**config.mk**
```make
export PLATFORM = sky130hd
export DESIGN_NAME = pixel_blend_unit
export DESIGN_NICKNAME = d
export VERILOG_FILES = /design/src/hw/rtl/pbu_pkg.sv /design/src/hw/rtl/pixel_blend_unit.sv /design/src/hw/rtl/pbu_chan.sv
export SDC_FILE = /design/constraint.sdc
export NUM_CORES = 2
export LEC_CHECK = 0
export BUFFER_PORTS_ARGS = -buffer_cell sky130_fd_sc_hd__buf_2
export CAP_MARGIN = 20
export CORE_MARGIN = 8
export CORE_UTILIZATION = 70
export CTS_CLUSTER_DIAMETER = 40
export DETAILED_ROUTE_END_ITERATION = 8
export GPL_ROUTABILITY_DRIVEN = 0
export PLACE_DENSITY = 0.87
export SETUP_SLACK_MARGIN = 0.2
export SLEW_MARGIN = 10
export SYNTH_ARGS = -nofsm -noshare
export SYNTH_HDL_FRONTEND = slang
export SYNTH_HIERARCHICAL = 1
export SYNTH_SLANG_ARGS = --single-unit
```
**constraint.sdc**
```tcl
create_clock -name clk -period 10 [get_ports clk]
set_clock_uncertainty 0.05 [all_clocks]
set_input_delay 0.5 -clock clk [delete_from_list [all_inputs] [get_ports clk]]
set_output_delay 0.5 -clock clk [all_outputs]
set_load 0.01 [all_outputs]
```
**src/hw/rtl/pbu_pkg.sv**
```systemverilog
package pbu_pkg;

    // blend mode codes
    typedef enum logic [1:0] {
        MODE_OPAQUE = 2'd0,
        MODE_ALPHA  = 2'd1,
        MODE_ADD    = 2'd2
    } blend_mode_t;

    // configuration register indexes
    typedef enum logic [2:0] {
        REG_BLEND_MODE = 3'd0,
        REG_TINT_RED   = 3'd1,
        REG_TINT_GREEN = 3'd2,
        REG_TINT_BLUE  = 3'd3,
        REG_TINT_ALPHA = 3'd4,
        REG_BRIGHTNESS = 3'd5
    } cfg_index_t;

    localparam logic [7:0] TINT_RESET   = 8'd255;
    localparam logic [7:0] BRIGHT_RESET = 8'h10;
    localparam logic [7:0] BRIGHT_MAX   = 8'd128;
    localparam logic [7:0] CHAN_MAX     = 8'd255;
    localparam logic [8:0] UNITY        = 9'd256;

    typedef struct packed {
        logic [7:0] src_blue;
        logic [7:0] src_green;
        logic [7:0] src_red;
        logic [7:0] src_alpha;
        logic [7:0] dst_blue;
        logic [7:0] dst_green;
        logic [7:0] dst_red;
        logic [7:0] dst_alpha;
    } pixel_t;

    typedef struct packed {
        logic [7:0] out_blue;
        logic [7:0] out_green;
        logic [7:0] out_red;
        logic [7:0] out_alpha;
    } result_t;

    // load enables of the four pipeline stages
    typedef struct packed {
        logic s1;
        logic s2;
        logic s3;
        logic s4;
    } stage_en_t;

    // (t * 0x102) >> 8 equals t + t[7]
    function automatic logic [8:0] map_scale(input logic [7:0] t);
        map_scale = {1'b0, t} + {8'd0, t[7]};
    endfunction

endpackage

```
**src/hw/rtl/pixel_blend_unit.sv**
```systemverilog
// pixel_blend_unit: ARGB8888 blender for a pixel stream into a framebuffer.
// pixel channel: one request carries a source and the current destination
// pixel; it is taken at a clock edge with pixel_valid high and pixel_stall low.
// result channel: one request per pixel, the new destination pixel, taken
// at an edge with result_valid high and result_stall low, in input order.
// cfg channel: cfg_index selects blend_mode, tint red/green/blue/alpha or
// brightness; cfg_ready is always high and unknown indexes are dropped.
// write registers only while no pixel is in flight.
// result_valid rises once the pixel has passed through the stage registers
// v1 to v4; throughput is one pixel per clock while the result is not
// stalled, set by a four stage pipeline (tint multiply, brightness
// multiply, blend products, blend sum and mode select).
// reset (rst_n low, asynchronous) empties the pipeline and loads the
// register defaults: opaque mode, all tints 255, brightness 16.
// when the receiver stalls, the result holds and earlier stages keep
// filling bubbles; pixel_stall rises only once every stage holds a pixel.
module pixel_blend_unit (
    input  logic             clk,
    input  logic             rst_n,
    input  logic             pixel_valid,
    output logic             pixel_stall,
    input  pbu_pkg::pixel_t  pixel,
    output logic             result_valid,
    input  logic             result_stall,
    output pbu_pkg::result_t result,
    input  logic             cfg_valid,
    output logic             cfg_ready,
    input  logic [2:0]       cfg_index,
    input  logic [7:0]       cfg_data
);

    // configuration registers
    logic [1:0] blend_mode_reg;
    logic [7:0] tint_red_reg;
    logic [7:0] tint_green_reg;
    logic [7:0] tint_blue_reg;
    logic [7:0] tint_alpha_reg;
    logic [7:0] brightness_reg;

    // stage valid bits
    logic v1_reg;
    logic v2_reg;
    logic v3_reg;
    logic v4_reg;

    // per stage ready chain, back to front
    logic rdy1;
    logic rdy2;
    logic rdy3;
    logic rdy4;
    pbu_pkg::stage_en_t en;

    // alpha path
    logic [17:0] alpha_prod;
    logic [8:0]  a1_reg;
    logic [8:0]  a2_reg;
    logic [8:0]  a3_reg;
    logic [7:0]  sa1_reg;
    logic [7:0]  sa2_reg;
    logic [7:0]  sa3_reg;
    logic [7:0]  da1_reg;
    logic [7:0]  da2_reg;
    logic [7:0]  da3_reg;
    logic [7:0]  oa_next;
    logic [7:0]  oa4_reg;
    logic [7:0]  add_alpha;

    logic [7:0]  bright;
    logic [7:0]  out_blue;
    logic [7:0]  out_green;
    logic [7:0]  out_red;

    // config writes always accepted
    assign cfg_ready = 1'b1;

    always_ff @(posedge clk or negedge rst_n)
    begin
        if (!rst_n)
        begin
            blend_mode_reg <= pbu_pkg::MODE_OPAQUE;
            tint_red_reg   <= pbu_pkg::TINT_RESET;
            tint_green_reg <= pbu_pkg::TINT_RESET;
            tint_blue_reg  <= pbu_pkg::TINT_RESET;
            tint_alpha_reg <= pbu_pkg::TINT_RESET;
            brightness_reg <= pbu_pkg::BRIGHT_RESET;
        end
        else if (cfg_valid && cfg_ready)
        begin
            unique case (cfg_index)
                pbu_pkg::REG_BLEND_MODE: blend_mode_reg <= cfg_data[1:0];
                pbu_pkg::REG_TINT_RED:   tint_red_reg   <= cfg_data;
                pbu_pkg::REG_TINT_GREEN: tint_green_reg <= cfg_data;
                pbu_pkg::REG_TINT_BLUE:  tint_blue_reg  <= cfg_data;
                pbu_pkg::REG_TINT_ALPHA: tint_alpha_reg <= cfg_data;
                pbu_pkg::REG_BRIGHTNESS: brightness_reg <= cfg_data;
                default:                 ;
            endcase
        end
    end

    // brightness is used clamped, register keeps the raw value
    assign bright = (brightness_reg > pbu_pkg::BRIGHT_MAX) ? pbu_pkg::BRIGHT_MAX
                                                           : brightness_reg;

    // a stage loads when it is empty or its contents move on
    assign rdy4 = !v4_reg || !result_stall;
    assign rdy3 = !v3_reg || rdy4;
    assign rdy2 = !v2_reg || rdy3;
    assign rdy1 = !v1_reg || rdy2;

    assign en.s1 = rdy1;
    assign en.s2 = rdy2;
    assign en.s3 = rdy3;
    assign en.s4 = rdy4;

    assign pixel_stall = !rdy1;

    always_ff @(posedge clk or negedge rst_n)
    begin
        if (!rst_n)
        begin
            v1_reg <= 1'b0;
            v2_reg <= 1'b0;
            v3_reg <= 1'b0;
            v4_reg <= 1'b0;
        end
        else
        begin
            if (rdy1)
            begin
                v1_reg <= pixel_valid;
            end
            if (rdy2)
            begin
                v2_reg <= v1_reg;
            end
            if (rdy3)
            begin
                v3_reg <= v2_reg;
            end
            if (rdy4)
            begin
                v4_reg <= v3_reg;
            end
        end
    end

    // scaled alpha, 0..256
    assign alpha_prod = {9'd0, pbu_pkg::map_scale(pixel.src_alpha)}
                      * {9'd0, pbu_pkg::map_scale(tint_alpha_reg)};

    always_ff @(posedge clk)
    begin
        if (en.s1)
        begin
            a1_reg  <= alpha_prod[16:8];
            sa1_reg <= pixel.src_alpha;
            da1_reg <= pixel.dst_alpha;
        end
        if (en.s2)
        begin
            a2_reg  <= a1_reg;
            sa2_reg <= sa1_reg;
            da2_reg <= da1_reg;
        end
        if (en.s3)
        begin
            a3_reg  <= a2_reg;
            sa3_reg <= sa2_reg;
            da3_reg <= da2_reg;
        end
        if (en.s4)
        begin
            oa4_reg <= oa_next;
        end
    end

    // alpha bytes add modulo 256
    assign add_alpha = da3_reg + sa3_reg;

    always_comb
    begin
        unique case (blend_mode_reg)
            pbu_pkg::MODE_OPAQUE: oa_next = sa3_reg;
            // zero alpha leaves the destination untouched, full alpha wraps to 0
            pbu_pkg::MODE_ALPHA:  oa_next = (a3_reg == 9'd0) ? da3_reg : a3_reg[7:0];
            pbu_pkg::MODE_ADD:    oa_next = add_alpha;
            default:              oa_next = da3_reg;
        endcase
    end

    // color channels
    pbu_chan u_chan_blue (
        .clk           (clk),
        .en            (en),
        .src           (pixel.src_blue),
        .dst           (pixel.dst_blue),
        .tint_scale    (pbu_pkg::map_scale(tint_blue_reg)),
        .bright        (bright),
        .mode          (blend_mode_reg),
        .alpha_s2      (a2_reg),
        .alpha_zero_s3 (a3_reg == 9'd0),
        .result        (out_blue)
    );

    pbu_chan u_chan_green (
        .clk           (clk),
        .en            (en),
        .src           (pixel.src_green),
        .dst           (pixel.dst_green),
        .tint_scale    (pbu_pkg::map_scale(tint_green_reg)),
        .bright        (bright),
        .mode          (blend_mode_reg),
        .alpha_s2      (a2_reg),
        .alpha_zero_s3 (a3_reg == 9'd0),
        .result        (out_green)
    );

    pbu_chan u_chan_red (
        .clk           (clk),
        .en            (en),
        .src           (pixel.src_red),
        .dst           (pixel.dst_red),
        .tint_scale    (pbu_pkg::map_scale(tint_red_reg)),
        .bright        (bright),
        .mode          (blend_mode_reg),
        .alpha_s2      (a2_reg),
        .alpha_zero_s3 (a3_reg == 9'd0),
        .result        (out_red)
    );

    assign result_valid     = v4_reg;
    assign result.out_blue  = out_blue;
    assign result.out_green = out_green;
    assign result.out_red   = out_red;
    assign result.out_alpha = oa4_reg;

endmodule

```
**src/hw/rtl/pbu_chan.sv**
```systemverilog
module pbu_chan (
    input  logic              clk,
    input  pbu_pkg::stage_en_t en,
    input  logic [7:0]        src,
    input  logic [7:0]        dst,
    input  logic [8:0]        tint_scale,
    input  logic [7:0]        bright,
    input  logic [1:0]        mode,
    input  logic [8:0]        alpha_s2,
    input  logic              alpha_zero_s3,
    output logic [7:0]        result
);

    logic [16:0] tint_prod;
    logic [15:0] bright_prod;
    logic [16:0] blend_sum;
    logic [8:0]  add_sum;
    logic [7:0]  out_next;

    logic [7:0]  v1_reg;
    logic [7:0]  d1_reg;
    logic [7:0]  sc2_reg;
    logic [7:0]  d2_reg;
    logic [16:0] pa3_reg;
    logic [16:0] pd3_reg;
    logic [7:0]  sc3_reg;
    logic [7:0]  d3_reg;
    logic [7:0]  out4_reg;

    assign tint_prod   = {9'd0, src} * {8'd0, tint_scale};
    assign bright_prod = {8'd0, v1_reg} * {8'd0, bright};

    // stage 1: tint, stage 2: brightness
    always_ff @(posedge clk)
    begin
        if (en.s1)
        begin
            v1_reg <= tint_prod[15:8];
            d1_reg <= dst;
        end
        if (en.s2)
        begin
            sc2_reg <= bright_prod[15:8];
            d2_reg  <= d1_reg;
        end
        if (en.s3)
        begin
            pa3_reg <= {9'd0, sc2_reg} * {8'd0, alpha_s2};
            pd3_reg <= {9'd0, d2_reg} * {8'd0, pbu_pkg::UNITY - alpha_s2};
            sc3_reg <= sc2_reg;
            d3_reg  <= d2_reg;
        end
        if (en.s4)
        begin
            out4_reg <= out_next;
        end
    end

    assign blend_sum = pa3_reg + pd3_reg;
    assign add_sum   = {1'b0, d3_reg} + {1'b0, sc3_reg};

    always_comb
    begin
        unique case (mode)
            pbu_pkg::MODE_OPAQUE: out_next = sc3_reg;
            pbu_pkg::MODE_ALPHA:  out_next = alpha_zero_s3 ? d3_reg : blend_sum[15:8];
            pbu_pkg::MODE_ADD:    out_next = add_sum[8] ? pbu_pkg::CHAN_MAX : add_sum[7:0];
            default:              out_next = d3_reg;
        endcase
    end

    assign result = out4_reg;

endmodule
```
### After elaboration in Yosys (flattened, before gate mapping)

Index checks and enable logic that the tools add are counted.

| cells by class | value |
|---|---|
| add/sub/neg operators | 13 |
| multipliers | 13 |
| divide/modulo/power cells | 0 |
| order comparisons | 1 |
| equal/unequal tests | 7 |
| shifts and indexed selects | 0 |
| mux-type cells | 12 |
| bitwise logic cells | 0 |
| reductions and logical operators | 19 |

Operators with widths:

| cell | count |
|---|---|
| $mul 8x9->16 | 9 |
| $pmux 8 s3 | 4 |
| $mux 8 | 8 |
| $add 16x16->16 | 3 |
| $mul 8x8->16 | 3 |
| $add 8x1->9 | 5 |
| $add 8x8->9 | 3 |
| $mul 9x9->17 | 1 |
| $reduce_and 2->1 | 6 |
| $logic_not 9->1 | 1 |
| $sub 9x9->9 const A | 1 |
| $add 8x8->8 | 1 |
| $gt 8x8->1 const B | 1 |
| $eq 3x2->1 const B | 2 |
| $eq 3x3->1 const B | 2 |
| $logic_not 1->1 | 6 |
| $logic_or 1x1->1 | 4 |
| $eq 3x1->1 const B | 1 |
| $logic_not 3->1 | 1 |
| $eq 2x1->1 const B | 1 |
| $eq 2x2->1 const B | 1 |
| $logic_not 2->1 | 1 |

| word-level totals | value |
|---|---|
| register bits | 393 |
| latch bits | 0 |
| RAM bits | 0 |
| ROM bits | 0 |
| bits of input ports | 80 |
| output and inout bits | 35 |
| memories | 0 |

### Longest topological paths before layout

| depth | value |
|---|---|
| word-level depth | 6 |
| gate-level depth with buffers | 21 |
| mapped depth without buffers | 21 |

### Cells and area by module

Netlist, hierarchy kept.

By module, submodules not included:

| module | times used | cells an instance | area each (µm²) |
|---|---|---|---|
| pbu_chan (u_chan_green) | 1 | 1,237 | 12,225.5 |
| pbu_chan (u_chan_blue) | 1 | 1,240 | 12,150.4 |
| pbu_chan (u_chan_red) | 1 | 1,230 | 12,124.1 |
| pixel_blend_unit | 1 | 664 | 8,013.9 |

### Worst setup path after synthesis

No wires, ideal clock.

| path | value |
|---|---|
| path kind | register to register |
| start | register brightness_reg[4] |
| end | register u_chan_blue.sc2_reg[7], data pin |
| arrival time | 5.226 ns |
| required time | 9.690 ns |
| path slack | 4.465 ns |
| stages on the path, launching flop included | 18 |
| buffers on the path | 0 |
| clock period less this slack | 5.535 ns |
| cells stage by stage | dfstp_2 > nor2b_1 > nand2_1 > fa_1 > fa_1 > inv_1 > fa_1 > inv_1 > fa_1 > inv_1 > ha_1 > a21oi_1 > o211ai_1 > a31oi_2 > o21ai_1 > or4_1 > a31oi_1 > xnor2_1 |

| on the way | value |
|---|---|
| cells in the longest elaborated chain, start to end | 3 |

RTL lines:

| what | RTL line | text |
|---|---|---|
| start: declaration | pixel_blend_unit.sv:38 | `logic [7:0] brightness_reg;` |
| start signal: assignment | pixel_blend_unit.sv:85 | `brightness_reg <= pbu_pkg::BRIGHT_RESET;` |
| start signal: assignment | pixel_blend_unit.sv:95 | `pbu_pkg::REG_BRIGHTNESS: brightness_reg <= cfg_data;` |
| $gt 8x8->1 | pixel_blend_unit.sv:102 | `assign bright = (brightness_reg > pbu_pkg::BRIGHT_MAX) ? pbu_pkg::BRIGHT_MAX` |
| $mux 8 * | pixel_blend_unit.sv:102 |  |
| net bright[4] | pixel_blend_unit.sv:68 | `logic [7:0] bright;` |
| $mul 8x8->16 * | pbu_chan.sv:31 | `assign bright_prod = {8'd0, v1_reg} * {8'd0, bright};` |
| net u_chan_blue.bright_prod[15] | pbu_chan.sv:15 | `logic [15:0] bright_prod;` |
| end signal: assignment | pbu_chan.sv:43 | `sc2_reg <= bright_prod[15:8];` |
| end: declaration | pbu_chan.sv:22 | `logic [7:0] sc2_reg;` |

The timed path passes the listed nets; every way through them passes the cells marked *.
A chain may end at the register's enable or synchronous reset.

### Worst setup path after layout

| path | value |
|---|---|
| start | register a2_reg[0] |
| end | register u_chan_red.pd3_reg[15], data pin |

| on the way | value |
|---|---|
| cells in the longest elaborated chain, start to end | 2 |

RTL lines:

| what | RTL line | text |
|---|---|---|
| start: declaration | pixel_blend_unit.sv:56 | `logic [8:0] a2_reg;` |
| start signal: assignment | pixel_blend_unit.sv:162 | `a2_reg <= a1_reg;` |
| $sub 9x9->9 | pbu_chan.sv:49 | `pd3_reg <= {9'd0, d2_reg} * {8'd0, pbu_pkg::UNITY - alpha_s2};` |
| $mul 8x9->16 | pbu_chan.sv:49 |  |
| end signal: assignment | pbu_chan.sv:49 |  |
| end: declaration | pbu_chan.sv:25 | `logic [16:0] pd3_reg;` |

Every way passes these cells.

==> summary.md <==
| Metric | Value |
|---|---|
| Core area | 63000 sq um |
| Die area | 71900 sq um |
| Status | finished, final reports clean |
| Clock Tree Buf Depth | 3 |
| Register area share after synthesis | 26.1% |
| Pin count of the biggest net entering global routing | 89 |
| GRT Residual Overflow | 0 |
| Worst-case reg-to-reg path depth | 18 |
| Starting Density | 70.7% |
| Number of flops mapped to enable cells by yosys | 347 |
| RR Endpoint | u_chan_red/pd3_reg[15] |
| WP data required | 10300 ps |
| Worst setup EP type | flip-flop |
| Syn_nets | 5497 |
| Worst-Skew Late Latency | 620 ps |
| Commonest non-fill, non-tap cell in the layout | inv_1 |
| Fin crit share | 62.0% |
| Slew @ Worst Pin | 1050 ps |
| Critical path launch point type | flip-flop |
| Final setup fails | 0 |
| Initial antenna violation count | 0 |
| IO buf count | 113 |
| Reg2Reg Setup Slack | 3800 ps |
| Synth area leaders | fa_1, edfxtp_1, ha_1 |
| Dpl hpwl | 73.6 mm |
| Fillers | 3797 |
| Layout cells sized above 1 | 8.37% |
| Post-Place Cells | 5265 |
| Start point of the worst hold path | pixel[17] |
| WL/cell | 18.5 um |
| Die Wd | 268 um |
| Synthesis-to-finish area growth | 9.45% |
| Drt first pass iters | 6 |
| Async SR Flop Fraction | 11.7% |
| Mapped Cells | 4371 |
| Met2 Usage GRT | 50.5% |
| Count of non-filler cells in the finished layout | 5421 |
| Hold crit path type | in2reg |
| CP Max Fanout | 55 |
| DRT iter0 DRCs | 2425 |
| GRT busiest layer | met2 |
| Post-route ant nets | 0 |
| Critical path type | reg2reg |
| Achievable frequency | 161 MHz |
| Top_reg_cell synth | edfxtp_1 |
| Routed WL | 100 mm |
| Sink of the worst hold path | u_chan_green/d1_reg[1] |
| WHS Path Cells | 1 |
| Commonest cells after routing, fill and taps aside | inv_1, fa_1, ha_1 |
| Die height | 268 um |
| Post-synth cell types | 94 |
| Root Buffer | clkbuf_16 |
| Post-cts resize count | 0 |
| Hold Vio Cnt, Final | 0 |
| Clock sink total | 393 |
| Mean Syn Cell Area | 10.2 sq um |
| DR vias | 31906 |
| Rows | 92 |
| Synthesized area | 44500 sq um |
| GRT Total Usage | 28.6% |
| Final Max Tran Viols | 0 |
| Met1 Use GR | 34.8% |
| Max transition margin | 29.7% |
| Clock slew at reported path FFs | 60 ps |
| I/O Pins | 115 |
| Yosys warns | 6 |
| Vias per Instance | 5.89 |
| Met3 Use GR | 4.28% |
| Critical Path AT | 6510 ps |
| Final layout net count | 5644 |
| TritonCTS clock tree | yes |
| Area leader, netlist | fa_1 |
| R2R Path Start | a2_reg[0] |
| Setup TNS | 0 ps |
| FF+latch count, synth | 393 |
| DRC viols | 0 |
| RSZ-0062 raised after global routing | false |
| Top-area cell type share of the netlist area | 23.5% |
| First-pass GRT wire length | 168 mm |
| Tmin final | 6200 ps |
| Num CTS Buffers | 69 |
| Vias in the first global route | 34725 |
| Max H-tree Level | 3 |
| # Max-Cap Violations | 0 |
-- how the worst max path moves through the flow --
stage	slack [ps]	endpoint	cells past startpoint	start
6_report	3800	u_chan_red/pd3_reg[15]	18	a2_reg[0]
5_1_grt	3390	u_chan_red/pd3_reg[15]	18	a2_reg[0]
4_1_cts	3930	u_chan_red/pd3_reg[15]	18	a2_reg[0]
3_5_place_dp	3960	u_chan_red/pd3_reg[15]	18	a2_reg[0]
3_3_place_gp	4210	u_chan_red/pd3_reg[15]	18	a2_reg[0]
2_1_floorplan	4460	u_chan_blue/sc2_reg[7]	17	brightness_reg[4]
-- Yosys cell counts, drive strengths merged, types with 7 or more instances --
library cell and count:
nor3 34, nor2b 66, dfstp 33, nand4 11, a21o 39, o31ai 11, o21ai 69, a211oi 24
buf 7, o221ai 11, dfrtp 13, mux2i 9, o21bai 17, o211ai 14, xor2 64, mux2 43
and2 438, fa 523, and4 7, nand2 463, edfxtp 347, or2 12, nor4 8, a31oi 11
o22ai 9, or3 11, clkbuf 80, nor2 163, inv 748, nand3 51, a21oi 132, a211o 7
nand2b 30, and3 32, ha 523, o21a 35, xnor2 183
-- logic make-up after synthesis --
| group | count (synthesis) | synth area share [%] |
|---|---|---|
| compound gates | 441 | 6.84 |
| xor+xnor | 247 | 4.86 |
| fa+ha+maj | 1046 | 38.2 |
| buf+inv | 836 | 7.10 |
| flops | 393 | 26.1 |
| mux | 54 | 1.39 |
| other cells | 1 | 0.00842 |
| simple gates | 1353 | 15.5 |
-- metal layers --
| metal | share of wire [%] | wire length [um] | up-vias |
|---|---|---|---|
| met2 | 50 | 50500 | 1336 |
| met1 | 39 | 39200 | 15737 |
| met5 | 0 | 0 | - |
| met4 | 3.7 | 3740 | 0 |
| met3 | 6.8 | 6830 | 319 |
| li1 | - | - | 14514 |
-- what timing repair did --
item,CTS,global route
hold endpoints to repair,25,13
endpoints found under the setup margin,0,0
buffers inserted,0,0
hold buffers,25,1
-- critical path, stage by stage, from the launching register on --
cell and delay (ps):
edfxtp_1 340, buf_4 480, inv_1 130, ha_1 260
nand3_1 120, xor2_1 470, and2_1 240, fa_1 440
fa_1 480, fa_1 520, inv_1 60, fa_1 480
inv_1 50, ha_1 310, a211oi_1 520, a211oi_1 190
a2111oi_2 480, a21oi_1 140, xnor2_1 160
-- layout make-up --
type	instances	area, sq um	area share, %
Clock inverter	46	561	1.15
Sequential cell	393	11600	23.8
Tap cell	846	1060	2.17
Clock buffer	81	1870	3.83
Multi-Input combinational cell	3142	29800	61.1
Antenna cell	1	2.50	0.00514
Inverter	749	2820	5.78
Timing Repair Buffer	163	1040	2.13
-- metrics by stage --
| step | util (%) | worst slack, ps | instance area (sq um) | hold WS, ps |
|---|---|---|---|---|
| after floorplan | - | 4460 | 44500 | 154 |
| after global placement | 73.0 | 4210 | 46000 | 351 |
| after detailed placement | 73.0 | 3960 | 46000 | 355 |
| after CTS | 77.3 | 3930 | 48700 | 0.387 |
| after global routing | 77.4 | 3390 | 48700 | 8.01 |
| final | 77.4 | 3800 | 48700 | 22.8 |
Power is left out: the tool's default activity adds up to more than one toggle a clock period on the data nets, which glitch-free logic cannot reach.
